==> config.mk <==
export PLATFORM = sky130hd
export DESIGN_NAME = ipu_out_fifo
export DESIGN_NICKNAME = d
export VERILOG_FILES = /design/src/hdl/ipu_pkg.sv /design/src/hdl/ipu_out_fifo.sv
export SDC_FILE = /design/constraint.sdc
export NUM_CORES = 1
export LEC_CHECK = 0
export ABC_AREA = 1
export BUFFER_PORTS_ARGS = -buffer_cell sky130_fd_sc_hd__buf_4
export CAP_MARGIN = 0
export CORE_MARGIN = 2
export CORE_UTILIZATION = 25
export DETAILED_ROUTE_END_ITERATION = 8
export SLEW_MARGIN = 15
export SYNTH_ARGS = -nofsm -noshare
export SYNTH_HDL_FRONTEND = slang
export SYNTH_SLANG_ARGS = --single-unit
==> constraint.sdc <==
create_clock -name aclk -period 3.85 [get_ports aclk]
set_input_delay 0.1925 -clock aclk [delete_from_list [all_inputs] [get_ports aclk]]
set_output_delay 0.1925 -clock aclk [all_outputs]
set_load 0.005 [all_outputs]
==> src/hdl/ipu_pkg.sv <==
// Shared types and constants for the integer pixel upscaler.
`default_nettype none

package ipu_pkg;

    // Fixed field widths.
    localparam int FACTOR_W = 7;
    localparam int IWIDTH_W = 12;
    localparam int CFG_W    = 12;
    localparam int PIX_W    = 24;
    localparam int PAD_W    = 2;

    // Default sizes of the line store and the factor range.
    localparam int DEF_MAX_WIDTH  = 2048;
    localparam int DEF_MAX_FACTOR = 100;

    // Depth of the result queue in front of the master port.
    localparam int OUT_DEPTH = 3;

    // Word kinds.
    typedef enum logic [1:0] {
        ST_STORED   = 2'd0,
        ST_REJECTED = 2'd1,
        ST_GIVEN    = 2'd2,
        ST_IDLE     = 2'd3
    } status_t;

    typedef enum logic {
        ACT_PUSH = 1'b0,
        ACT_PULL = 1'b1
    } action_t;

    typedef enum logic {
        REG_SCALE_FACTOR = 1'b0,
        REG_INPUT_WIDTH  = 1'b1
    } reg_idx_t;

    // Result attributes decided by the control logic.
    typedef struct packed {
        status_t          status;
        logic             row_end;
        logic [PAD_W-1:0] pad;
    } result_t;

    // One word of the result queue.
    typedef struct packed {
        result_t          res;
        logic [PIX_W-1:0] pix;
    } out_word_t;

endpackage

`default_nettype wire

==> src/hdl/ipu_out_fifo.sv <==
// Small result queue in front of the master port.
`default_nettype none

module ipu_out_fifo (
    input  wire logic               aclk,
    input  wire logic               aresetn,
    input  wire logic               push,
    input  wire ipu_pkg::out_word_t push_word,
    input  wire logic               pop,
    output logic                    not_empty,
    output ipu_pkg::out_word_t      head,
    output logic [1:0]              count
);

    localparam logic [1:0] PtrLast = 2'(ipu_pkg::OUT_DEPTH - 1);

    ipu_pkg::out_word_t mem [ipu_pkg::OUT_DEPTH];

    logic [1:0] wr_ptr_reg, wr_ptr_next;
    logic [1:0] rd_ptr_reg, rd_ptr_next;
    logic [1:0] count_reg, count_next;
    logic       do_pop;

    // Pointer and fill bookkeeping.
    always_comb begin
        do_pop      = pop && (count_reg != 2'd0);
        wr_ptr_next = wr_ptr_reg;
        rd_ptr_next = rd_ptr_reg;
        count_next  = count_reg;
        if (push) begin
            wr_ptr_next = (wr_ptr_reg == PtrLast) ? 2'd0 : wr_ptr_reg + 2'd1;
        end
        if (do_pop) begin
            rd_ptr_next = (rd_ptr_reg == PtrLast) ? 2'd0 : rd_ptr_reg + 2'd1;
        end
        if (push && !do_pop) begin
            count_next = count_reg + 2'd1;
        end else if (do_pop && !push) begin
            count_next = count_reg - 2'd1;
        end
    end

    always_ff @(posedge aclk) begin
        if (!aresetn) begin
            wr_ptr_reg <= '0;
            rd_ptr_reg <= '0;
            count_reg  <= '0;
        end else begin
            wr_ptr_reg <= wr_ptr_next;
            rd_ptr_reg <= rd_ptr_next;
            count_reg  <= count_next;
        end
    end

    // Storage.
    always_ff @(posedge aclk) begin
        if (push) begin
            mem[wr_ptr_reg] <= push_word;
        end
    end

    assign not_empty = (count_reg != 2'd0);
    assign head      = mem[rd_ptr_reg];
    assign count     = count_reg;

endmodule

`default_nettype wire

==> impl_metrics.xml <==
<?xml version="1.0" encoding="UTF-8"?>
<metrics>
  <group name="run_status">
    <metric name="outcome" unit="">finished clean</metric>
  </group>
  <group name="route">
    <metric name="postRouteWirelength" unit="µm">7800</metric>
    <metric name="vias_per_cell" unit="">4.23</metric>
    <metric name="via_count" unit="">2206</metric>
    <metric name="detail_route.drc_violations" unit="">0</metric>
    <metric name="ant_nets" unit="">0</metric>
    <metric name="number_of_violations_reported_at_the_end_of_detailed_routing_iteration_0" unit="">151</metric>
    <metric name="wire_per_inst" unit="µm">15.0</metric>
    <metric name="dr.pass1.iters" unit="">6</metric>
  </group>
  <group name="setup_path">
    <metric name="critical_path_peak_fanout" unit="">30</metric>
    <metric name="ff2ff_setup_slack" unit="ps">2140</metric>
    <metric name="worst_r2r_path_depth" unit="">4</metric>
    <metric name="critPathLaunchType" unit="">register</metric>
    <metric name="critical_path_class" unit="">reg -&gt; out</metric>
    <metric name="buf_inv_stages_crit_path" unit="">2</metric>
    <metric name="cp.required" unit="ps">3660</metric>
    <metric name="critPathMaxStageDelay" unit="ps">850</metric>
    <metric name="timing.critical_path.slowest_stage_cell" unit="">sky130_fd_sc_hd__dfxtp_2</metric>
    <metric name="cell_class_contributing_the_biggest_share_of_worst_path_delay" unit="">flip-flops</metric>
    <metric name="critical_path.endpoint_type" unit="">output port</metric>
    <metric name="crit_chain" unit="">inv_2 -&gt; nor2_1 -&gt; a21oi_1 -&gt; buf_4</metric>
    <metric name="cp.depth" unit="">4</metric>
    <metric name="arrival_time_worst_endpoint" unit="ps">2230</metric>
  </group>
  <group name="sta">
    <metric name="slew_viols_final" unit="">0</metric>
    <metric name="summed_negative_setup_slack_over_all_endpoints" unit="ps">0</metric>
    <metric name="final-hold-violation-count" unit="">0</metric>
    <metric name="layout_worst_path_cycle_share" unit="">0.628</metric>
    <metric name="timing.slew.headroom" unit="">0.399</metric>
    <metric name="fmax" unit="MHz">413</metric>
    <metric name="finalSetupViolCount" unit="">0</metric>
    <metric name="worstMarginPinSlew" unit="ps">900</metric>
    <metric name="grt_setup_unrepaired" unit="">no</metric>
    <metric name="clock_skew" unit="ps">3.77</metric>
    <metric name="post-route-min-period" unit="ps">2420</metric>
  </group>
  <group name="synthesis">
    <metric name="synth_cells" unit="">266</metric>
    <metric name="yosys_warnings" unit="">0</metric>
    <metric name="synth.yosys.seq_area_share" unit="">0.736</metric>
    <metric name="synth_area_in_xor_xnor" unit="">0</metric>
    <metric name="post-synth-top-area-cell" unit="">sky130_fd_sc_hd__edfxtp_1</metric>
    <metric name="synth_simple_gate_area_share" unit="">0.101</metric>
    <metric name="synth-seq-cells" unit="">95</metric>
    <metric name="syn-cell-area" unit="µm²">3770</metric>
    <metric name="synth.distinct_cells" unit="">20</metric>
    <metric name="synth.avg_cell_area" unit="µm²">14.2</metric>
    <metric name="yosysTopAreaCellShare" unit="">0.694</metric>
    <metric name="mapped_nets" unit="">300</metric>
    <metric name="synth_compound_gate_area_share" unit="">0.107</metric>
    <metric name="synth.mux.area_fraction" unit="">0</metric>
    <metric name="synth.area.top_cells" unit="">sky130_fd_sc_hd__edfxtp_1 69%, sky130_fd_sc_hd__a21oi_1 5.3%, sky130_fd_sc_hd__a21oi_2 4.9%</metric>
    <metric name="synth_adder_area_share" unit="">0.00332</metric>
    <metric name="main_combinational_cell_family_by_area_after_synthesis" unit="">compound AO/OA/AOI/OAI gates</metric>
  </group>
  <group name="clock_tree">
    <metric name="cts_tree" unit="">yes</metric>
    <metric name="cts_post_setup_buffers_inserted" unit="">0</metric>
    <metric name="post_cts_resized" unit="">0</metric>
    <metric name="clk_transition_reported_paths" unit="ps">60</metric>
    <metric name="total_clock_sinks" unit="">95</metric>
    <metric name="insertion_delay" unit="ps">330</metric>
    <metric name="cts_inserted_buffers" unit="">9</metric>
    <metric name="clock_tree.buffer_depth" unit="">2</metric>
    <metric name="clockRootBuffer" unit="">sky130_fd_sc_hd__clkbuf_16</metric>
    <metric name="cts-hold-fix-buffers" unit="">0</metric>
    <metric name="h_tree_depth" unit="">3</metric>
  </group>
  <group name="power_and_ir_drop">
    <metric name="power.density" unit="nW/µm²">550</metric>
    <metric name="logic_pwr_share" unit="">0.162</metric>
    <metric name="total_leakage_power" unit="nW">1.71</metric>
    <metric name="power.clock.fraction" unit="">0.356</metric>
    <metric name="switching_power" unit="W">0.000622</metric>
    <metric name="switching_fraction_of_total_power" unit="">0.242</metric>
    <metric name="irDropWorstVdd" unit="V">0.000219</metric>
    <metric name="intPower" unit="W">0.00195</metric>
    <metric name="finalPower" unit="W">0.00258</metric>
    <metric name="pwr-share-seq" unit="">0.482</metric>
  </group>
  <group name="cells_and_area">
    <metric name="top_register" unit="">mem</metric>
    <metric name="num-nets-final" unit="">366</metric>
    <metric name="final_layout_size_suffix_gt1_frac" unit="">0.350</metric>
    <metric name="mostFrequentLayoutCells" unit="">87 x sky130_fd_sc_hd__edfxtp_1, 67 x sky130_fd_sc_hd__buf_4, 40 x sky130_fd_sc_hd__a21oi_1, 40 x sky130_fd_sc_hd__nand2_1, 24 x sky130_fd_sc_hd__nor2_1</metric>
    <metric name="finalNonFillerCells" unit="">521</metric>
    <metric name="area_delta_synth_final" unit="%">24.3</metric>
    <metric name="layout.cells.most_common" unit="">sky130_fd_sc_hd__edfxtp_1</metric>
    <metric name="largest_register_ff_count" unit="">87</metric>
    <metric name="final_instance_area" unit="µm²">4680</metric>
    <metric name="antenna_cells_inserted" unit="">0</metric>
  </group>
  <group name="global_route">
    <metric name="grt_remaining_overflow" unit="">0</metric>
    <metric name="pin_count_of_the_biggest_net_entering_global_routing" unit="">31</metric>
    <metric name="grt_usage" unit="">0.0987</metric>
    <metric name="vias_in_the_first_global_route" unit="">2232</metric>
    <metric name="grt_pass1_wl" unit="µm">11900</metric>
    <metric name="initial_antenna_violation_count" unit="">0</metric>
  </group>
  <group name="placed_design">
    <metric name="io_buf_count" unit="">64</metric>
    <metric name="place.detailed.instances" unit="">505</metric>
    <metric name="post_dp_cell_area" unit="µm²">4370</metric>
    <metric name="gp_routability_congestion" unit="">0.678</metric>
    <metric name="hpwlAfterDp" unit="µm">4850</metric>
  </group>
  <group name="worst_hold_path">
    <metric name="hold_path.class" unit="">in -&gt; reg</metric>
    <metric name="min_delay_path_depth" unit="">1</metric>
  </group>
  <group name="die">
    <metric name="ios" unit="">65</metric>
    <metric name="std_cell_rows" unit="">44</metric>
    <metric name="die_w" unit="µm">127</metric>
    <metric name="die_height" unit="µm">127</metric>
    <metric name="initial_core_util" unit="">0.257</metric>
    <metric name="floorplan.die_area" unit="µm²">16100</metric>
    <metric name="fp.coreArea" unit="µm²">14600</metric>
  </group>
  <group name="flow_run">
    <metric name="maxCapViolations" unit="">0</metric>
  </group>
</metrics>
synth_stat cells:
cell and number:
sky130_fd_sc_hd__a21oi_1 40, sky130_fd_sc_hd__a21oi_2 21, sky130_fd_sc_hd__buf_12 3, sky130_fd_sc_hd__buf_2 2, sky130_fd_sc_hd__buf_4 2, sky130_fd_sc_hd__buf_6 5
sky130_fd_sc_hd__dfxtp_1 8, sky130_fd_sc_hd__edfxtp_1 87, sky130_fd_sc_hd__ha_1 1, sky130_fd_sc_hd__inv_1 12, sky130_fd_sc_hd__inv_2 3, sky130_fd_sc_hd__nand2_1 40
sky130_fd_sc_hd__nand3_1 3, sky130_fd_sc_hd__nand4_1 1, sky130_fd_sc_hd__nor2_1 24, sky130_fd_sc_hd__nor2_4 10, sky130_fd_sc_hd__nor3_1 1, sky130_fd_sc_hd__o211ai_1 1
sky130_fd_sc_hd__o21a_1 1, sky130_fd_sc_hd__o21ai_0 1
final timing paths:
| path | startpoint | endpoint |
|---|---|---|
| setup / recovery | register | head[14] |
| hold / removal | push_word[18] | mem[2][18] |
| setup reg to reg | wr_ptr_reg[1] | mem[1][18] |
| hold reg to reg | wr_ptr_reg[1] | wr_ptr_reg[1] |
power by group through the flow:
stage / sequential (W) / combinational [W] / clock [W]
2_1_floorplan: 0.00122 / 0.000271 / 0
3_3_place_gp: 0.00126 / 0.000424 / 0
3_5_place_dp: 0.00127 / 0.000431 / 0
4_1_cts: 0.00124 / 0.000432 / 0.000940
5_1_grt: 0.00125 / 0.000466 / 0.000980
6_report: 0.00124 / 0.000417 / 0.000917
cell type report:
class	count	area, µm²
Inverter	15	56.3
Tap cell	184	230
Sequential cell	95	2780
Clock inverter	6	85.1
Multi-Input combinational cell	144	801
Clock buffer	10	229
Timing Repair Buffer	67	503
Fill cell	1484	9960
layer usage:
layer | wire length, µm | GRT usage
met1 | 3330 | 0.114
met5 | 0 | 0
met3 | 460 | 0.0350
met2 | 3920 | 0.169
met4 | 91 | 0.0368
metrics by stage:
step           hold WS (ps)  worst slack [ps]  utilization
6_report               51.4              1430        0.320
5_1_grt                33.6              1240        0.320
4_1_cts                36.5              1350        0.320
3_5_place_dp            389              1720        0.298
3_3_place_gp            387              1740        0.298
2_1_floorplan           291              1000            -
cells by family (layout without fill, tap and decap cells):
kind of cell | Yosys count | count (layout)
flops | 95 | 95
simple gates | 79 | 79
compound gates | 64 | 64
buf+inv | 27 | 98
fa+ha+maj | 1 | 1
No activity file was read; power rests on OpenSTA's default activity.
