[src/hdl/ipu_pkg.sv]
// Shared types and constants for the integer pixel upscaler.
`default_nettype none

package ipu_pkg;

    // Fixed field widths.
    localparam int FACTOR_W = 7;
    localparam int IWIDTH_W = 12;
    localparam int CFG_W    = 12;
    localparam int PIX_W    = 24;
    localparam int PAD_W    = 2;

    // Default sizes of the line store and the factor range.
    localparam int DEF_MAX_WIDTH  = 2048;
    localparam int DEF_MAX_FACTOR = 100;

    // Depth of the result queue in front of the master port.
    localparam int OUT_DEPTH = 3;

    // Word kinds.
    typedef enum logic [1:0] {
        ST_STORED   = 2'd0,
        ST_REJECTED = 2'd1,
        ST_GIVEN    = 2'd2,
        ST_IDLE     = 2'd3
    } status_t;

    typedef enum logic {
        ACT_PUSH = 1'b0,
        ACT_PULL = 1'b1
    } action_t;

    typedef enum logic {
        REG_SCALE_FACTOR = 1'b0,
        REG_INPUT_WIDTH  = 1'b1
    } reg_idx_t;

    // Result attributes decided by the control logic.
    typedef struct packed {
        status_t          status;
        logic             row_end;
        logic [PAD_W-1:0] pad;
    } result_t;

    // One word of the result queue.
    typedef struct packed {
        result_t          res;
        logic [PIX_W-1:0] pix;
    } out_word_t;

endpackage

`default_nettype wire

[src/hdl/ipu_ctrl.sv]
// Upscaler control: registers, row counters and line store addressing.
`default_nettype none

module ipu_ctrl #(
    parameter int MAX_WIDTH  = ipu_pkg::DEF_MAX_WIDTH,
    parameter int MAX_FACTOR = ipu_pkg::DEF_MAX_FACTOR,
    parameter int AW         = (MAX_WIDTH > 1) ? $clog2(MAX_WIDTH) : 1
) (
    input  wire logic                      aclk,
    input  wire logic                      aresetn,
    // Register writes
    input  wire logic                      cfg_we,
    input  wire logic                      cfg_addr,
    input  wire logic [ipu_pkg::CFG_W-1:0] cfg_wdata,
    // Accepted word
    input  wire logic                      acc,
    input  wire logic                      action,
    // Line store addressing
    output logic                           wr_en,
    output logic [AW-1:0]                  wr_addr,
    output logic                           rd_en,
    output logic [AW-1:0]                  rd_addr,
    // Result attributes, in the cycle after accept (with the read data)
    output logic                           res_valid,
    output ipu_pkg::result_t               res
);

    localparam int CW  = $clog2(MAX_WIDTH + 1);
    localparam int FW  = $clog2(MAX_FACTOR + 1);
    localparam int FCW = (FW > ipu_pkg::FACTOR_W) ? FW : ipu_pkg::FACTOR_W;
    localparam int WCW = (CW > ipu_pkg::IWIDTH_W) ? CW : ipu_pkg::IWIDTH_W;
    localparam logic [FCW-1:0] MaxF = FCW'(MAX_FACTOR);
    localparam logic [WCW-1:0] MaxW = WCW'(MAX_WIDTH);

    logic [ipu_pkg::FACTOR_W-1:0] sf_reg;
    logic [ipu_pkg::IWIDTH_W-1:0] iw_reg;

    logic [CW-1:0] wc_reg, wc_next;
    logic [CW-1:0] rc_reg, rc_next;
    logic [FW-1:0] cc_reg, cc_next;
    logic [FW-1:0] rr_reg, rr_next;
    logic          held_reg, held_next;

    logic             res_valid_reg;
    ipu_pkg::result_t res_reg, res_next;

    logic [FCW-1:0] sf_ext;
    logic [WCW-1:0] iw_ext;
    logic [FW-1:0]  f_eff;
    logic [CW-1:0]  w_eff;
    logic [1:0]     w_lo, f_lo, bytes_lo;
    logic [CW-1:0]  wc_inc, rc_inc;
    logic [FW-1:0]  cc_inc, rr_inc;

    // Configuration registers.
    always_ff @(posedge aclk) begin
        if (!aresetn) begin
            sf_reg <= ipu_pkg::FACTOR_W'(1);
            iw_reg <= ipu_pkg::IWIDTH_W'(1);
        end else if (cfg_we) begin
            case (ipu_pkg::reg_idx_t'(cfg_addr))
                ipu_pkg::REG_SCALE_FACTOR: sf_reg <= cfg_wdata[ipu_pkg::FACTOR_W-1:0];
                ipu_pkg::REG_INPUT_WIDTH:  iw_reg <= cfg_wdata[ipu_pkg::IWIDTH_W-1:0];
                default: ;
            endcase
        end
    end

    // Effective factor and width, clamped to their legal ranges.
    always_comb begin
        sf_ext = FCW'(sf_reg);
        iw_ext = WCW'(iw_reg);
        if (sf_ext == '0) begin
            f_eff = FW'(1);
        end else if (sf_ext > MaxF) begin
            f_eff = FW'(MAX_FACTOR);
        end else begin
            f_eff = FW'(sf_ext);
        end
        if (iw_ext == '0) begin
            w_eff = CW'(1);
        end else if (iw_ext > MaxW) begin
            w_eff = CW'(MAX_WIDTH);
        end else begin
            w_eff = CW'(iw_ext);
        end
    end

    // Padding depends only on the low two bits of width times factor times three.
    always_comb begin
        w_lo     = 2'(w_eff);
        f_lo     = 2'(f_eff);
        bytes_lo = 2'(w_lo * f_lo * 2'd3);
    end

    // Next state of the row counters and the result of the accepted word.
    always_comb begin
        wc_next   = wc_reg;
        rc_next   = rc_reg;
        cc_next   = cc_reg;
        rr_next   = rr_reg;
        held_next = held_reg;
        wr_en     = 1'b0;
        rd_en     = 1'b0;
        wc_inc    = wc_reg + CW'(1);
        rc_inc    = rc_reg + CW'(1);
        cc_inc    = cc_reg + FW'(1);
        rr_inc    = rr_reg + FW'(1);
        res_next.status  = ipu_pkg::ST_IDLE;
        res_next.row_end = 1'b0;
        res_next.pad     = '0;

        if (acc) begin
            if (ipu_pkg::action_t'(action) == ipu_pkg::ACT_PUSH) begin
                if (held_reg) begin
                    res_next.status = ipu_pkg::ST_REJECTED;
                end else begin
                    res_next.status = ipu_pkg::ST_STORED;
                    wr_en   = 1'b1;
                    wc_next = wc_inc;
                    if (wc_inc >= w_eff) begin
                        wc_next   = '0;
                        held_next = 1'b1;
                        rc_next   = '0;
                        cc_next   = '0;
                        rr_next   = '0;
                    end
                end
            end else if (held_reg) begin
                res_next.status = ipu_pkg::ST_GIVEN;
                rd_en   = 1'b1;
                cc_next = cc_inc;
                if (cc_inc >= f_eff) begin
                    cc_next = '0;
                    rc_next = rc_inc;
                end
                // End of an output row.
                if (rc_next >= w_eff) begin
                    res_next.row_end = 1'b1;
                    res_next.pad     = 2'(2'd0 - bytes_lo);
                    rc_next = '0;
                    cc_next = '0;
                    rr_next = rr_inc;
                    if (rr_inc >= f_eff) begin
                        rr_next   = '0;
                        held_next = 1'b0;
                    end
                end
            end
        end
    end

    assign wr_addr = wc_reg[AW-1:0];
    assign rd_addr = rc_reg[AW-1:0];

    // Counter state.
    always_ff @(posedge aclk) begin
        if (!aresetn) begin
            wc_reg   <= '0;
            rc_reg   <= '0;
            cc_reg   <= '0;
            rr_reg   <= '0;
            held_reg <= 1'b0;
        end else begin
            wc_reg   <= wc_next;
            rc_reg   <= rc_next;
            cc_reg   <= cc_next;
            rr_reg   <= rr_next;
            held_reg <= held_next;
        end
    end

    // Result attributes travel alongside the line store read.
    always_ff @(posedge aclk) begin
        if (!aresetn) begin
            res_valid_reg <= 1'b0;
        end else begin
            res_valid_reg <= acc;
        end
    end

    always_ff @(posedge aclk) begin
        if (acc) begin
            res_reg <= res_next;
        end
    end

    assign res_valid = res_valid_reg;
    assign res       = res_reg;

endmodule

`default_nettype wire

[config.mk]
export PLATFORM = sky130hd
export DESIGN_NAME = ipu_ctrl
export DESIGN_NICKNAME = d
export VERILOG_FILES = /design/src/hdl/ipu_pkg.sv /design/src/hdl/ipu_ctrl.sv
export SDC_FILE = /design/constraint.sdc
export NUM_CORES = 1
export LEC_CHECK = 0
export ABC_CLOCK_PERIOD_IN_PS = 3800
export BUFFER_PORTS_ARGS = -buffer_cell sky130_fd_sc_hd__buf_4
export CAP_MARGIN = 20
export CORE_ASPECT_RATIO = 0.75
export CORE_UTILIZATION = 50
export CTS_CLUSTER_SIZE = 24
export DETAILED_ROUTE_END_ITERATION = 7
export GPL_TIMING_DRIVEN = 0
export PLACE_DENSITY = 0.72
export REMOVE_ABC_BUFFERS = 1
export SYNTH_ARGS = -nofsm -noshare
export SYNTH_HDL_FRONTEND = slang
export SYNTH_SLANG_ARGS = --single-unit
[constraint.sdc]
create_clock -name aclk -period 3.8 [get_ports aclk]
set_input_delay 0.38 -clock aclk [delete_from_list [all_inputs] [get_ports aclk]]
set_output_delay 0.38 -clock aclk [all_outputs]
set_load 0.005 [all_outputs]
==> impl_metrics.yaml <==
worst_setup_path:
  end_kind: "flip-flop"
  rr_startpoint: "cc_reg[0]$_SDFFE_PN0P_"
  cp_slowest_cell: "dfxtp_4"
  critical_path_class: "flip-flop to flip-flop"
  cp.arrival_ns: 4.31
  path_cells: "ha_4 > and3_4 > nand3_4 > xnor2_4 > ha_4 > a21oi_1 > and3_4 > o21a_4 > nor3_4 > xor2_1 > ha_1 > nand4_1 > buf_4 > nor3_2 > nor4_4 > buf_6 > and2_4 > a21oi_4 > mux2i_1"
  startpoint_type: "flip-flop"
  worstSetupStartpoint: "cc_reg[0]$_SDFFE_PN0P_"
  reg2reg_slack_ns: -0.26
  crit_end: "rr_reg[5]$_SDFFE_PN0P_"
  rr_worst_depth: 19
  cpPeakStageDelay_ns: 0.37
  r2r_end: "rr_reg[5]$_SDFFE_PN0P_"
  crit_fanout: 7
  crit_required_ns: 4.05
placed_design:
  io_buffer_count: 47
  place_area_mm2: 0.004654
  place_congestion: 0.8701
  post-dp-hpwl_mm: 8.109
die:
  die_h_um: 83.18
  coreArea_mm2: 0.008491
  row_count: 29
  die_x_um: 110.2
  start_util_pct: 51.74
  io_pins: 48
  die_area_mm2: 0.009169
routing:
  ant_nets: 0
  drt_iter0_drc: 272
  vias_per_cell: 6.091
  num_vias: 4239
  drc_errors: 0
  drt_pass1_iterations: 5
  post_drt_wl_per_cell_um: 18.27
  wirelength_mm: 12.72
clock_tree:
  cts_num_sinks: 64
  path_clk_slew_ns: 0.06
  worstSkewPairLatency_ns: 0.33
  ctsRootBufferMaster: "clkbuf_16"
  cts_buffers: 9
  clock_path_buffers: 2
  cts_tree: "yes"
  cts_hold_buf: 0
  cts_max_level: 3
timing:
  min_period_over_period_pct: 106.8
  hold_violations: 0
  drv_slew: 0
  layout_setup_ws_ns: -0.2573
  setup_viol: 30
  max_freq_mhz: 246.5
  rsz0062_at_grt: "yes"
  period_minus_slack_ns: 4.057
  clock_skew_ns: 0.007323
  hold_slack_ns: 0.2870
  tightest_slew_ns: 0.9859
  max_slew_margin_pct: 33.58
synth:
  ys_seq_elements: 64
  synth_warnings: 0
  synth_cells: 542
  syn_area_mm2: 0.004393
  synthFlopType: "dfxtp_1"
  async_flop_share_pct: 0
  synth_edf_count: 5
  yosysUniqueCellTypes: 59
  synth_area_per_cell_um2: 8.105
  ys_seq_area_share_pct: 30.30
worst_hold_path:
  min-delay-path-class: "primary input to flip-flop"
status:
  violations: "setup timing"
  status: "finished with violations"
global_routing:
  grtUsageTotal_pct: 28.43
  grt_pass1_vias: 4049
  antenna_found_initial: 0
  grt_start_max_net_pins: 31
  grt_pass1_wl_mm: 20.11
  grt-ovfl-total: 0
finish:
  layout_common_cells: "nand2_1 (83), buf_4 (60), dfxtp_1 (55), ha_1 (42), a21oi_1 (37)"
  num_antenna_cells: 0
  fillers: 704
  syn2layout_area_growth_pct: 27.17
  layout.nets: 646
  final_area_mm2: 0.005587
  final_common_cell: "nand2_1"
  drive_gt1_share_pct: 26.36
power_and_ir_drop:
  p_leak_nw: 2.332
  p_per_area_mw_per_mm2: 345.7
  ir_worst_vdd_mv: 0.2208
run:
  drv_cap: 0
stage by stage:
step / instances / TNS, ns / power, mW / worst slack [ns] / utilization, %
floorplan: 500 / -1.729 / 0.8984 / -0.1672 / -
global placement: 655 / -24.50 / 0.9825 / -0.9773 / 54.49
detailed placement: 656 / -27.73 / 0.9959 / -1.113 / 54.82
CTS: 688 / -0.3266 / 1.876 / -0.05038 / 62.88
global route: 696 / -9.473 / 2.005 / -0.4268 / 65.80
finish: 696 / -4.894 / 1.931 / -0.2573 / 65.80
routing by layer:
metal	up-vias	part of all wire, %	GRT usage (%)
met1	2040	43	38.41
li1	1993	-	-
met2	194	47	43.81
met5	-	0	0
met3	12	8.7	7.771
met4	0	0.94	8.852
power breakdown:
group,switching [mW],total (mW),internal (mW),leakage [nW]
Combinational,0.227,0.390,0.163,1.65
Sequential,0.0191,0.716,0.697,0.532
Clock,0.303,0.826,0.523,0.146
cells in the mapped netlist (7+ instances only):
cell type	count	area share, %
nand2_1	86	7.3
dfxtp_1	59	27
ha_1	45	13
a21oi_1	41	4.7
nor2_1	37	3.2
nand3_1	31	3.5
o21ai_0	23	2.6
buf_4	22	3.8
xor2_1	16	3.2
nor3_1	15	1.7
xnor2_1	15	3.0
clkbuf_1	14	1.2
inv_1	12	1.0
nor4_1	10	1.4
a21o_1	9	1.5
mux2i_1	8	1.8
nand4_1	8	1.1
and3_1	7	1.0
cell families after synthesis:
family	after synthesis	share of synthesized area (%)
and+or+nand+nor	226	25.32
DFF	64	30.30
xor gates and xnor gates	31	6.181
muxes	10	2.336
buffers and inverters	55	6.892
AOI/OAI and AO/OA	111	16.15
adders and majority gates	45	12.82
area by class of cell:
class,count,area [µm²],area share (%)
Clock inverter,4,45.04,0.8063
Clock buffer,12,246.5,4.412
Inverter,13,48.80,0.8735
Tap cell,108,135.1,2.419
Timing Repair Buffer,70,588.1,10.53
Sequential cell,64,1341,24.01
Multi-Input combinational cell,425,3182,56.95
worst min-delay path by stage:
stage | from | endpoint | cells after the start
after floorplan | iw_ext[0]$_SDFFE_PN1P_ | iw_ext[0]$_SDFFE_PN1P_ | 2
after global placement | cc_reg[6]$_SDFFE_PN0P_ | cc_reg[6]$_SDFFE_PN0P_ | 2
after detailed placement | iw_ext[0]$_SDFFE_PN1P_ | iw_ext[0]$_SDFFE_PN1P_ | 2
after CTS | cfg_wdata[0] | iw_ext[0]$_SDFFE_PN1P_ | 3
after global routing | cfg_wdata[0] | sf_ext[0]$_SDFFE_PN1P_ | 3
final | cfg_wdata[0] | iw_ext[0]$_SDFFE_PN1P_ | 3
timing repair:
item,4_1_cts,5_1_grt
hold endpoints to repair,0,0
gates cloned,2,0
setup endpoints to repair,30,30
gates resized for setup,56,37
buffers inserted,14,8
pin swaps,29,32
critical path: cells and delay by family (launching register included):
family | cells | cell delay (ns)
AO/OA/AOI/OAI | 3 | 0.68
XOR/XNOR | 2 | 0.38
adder cells (fa/ha/maj) | 3 | 0.74
buffers and inverters | 2 | 0.33
flip-flops | 1 | 0.37
multiplexers | 1 | 0.24
AND/OR/NAND/NOR | 8 | 1.24
(Power assumes the default switching activity.)
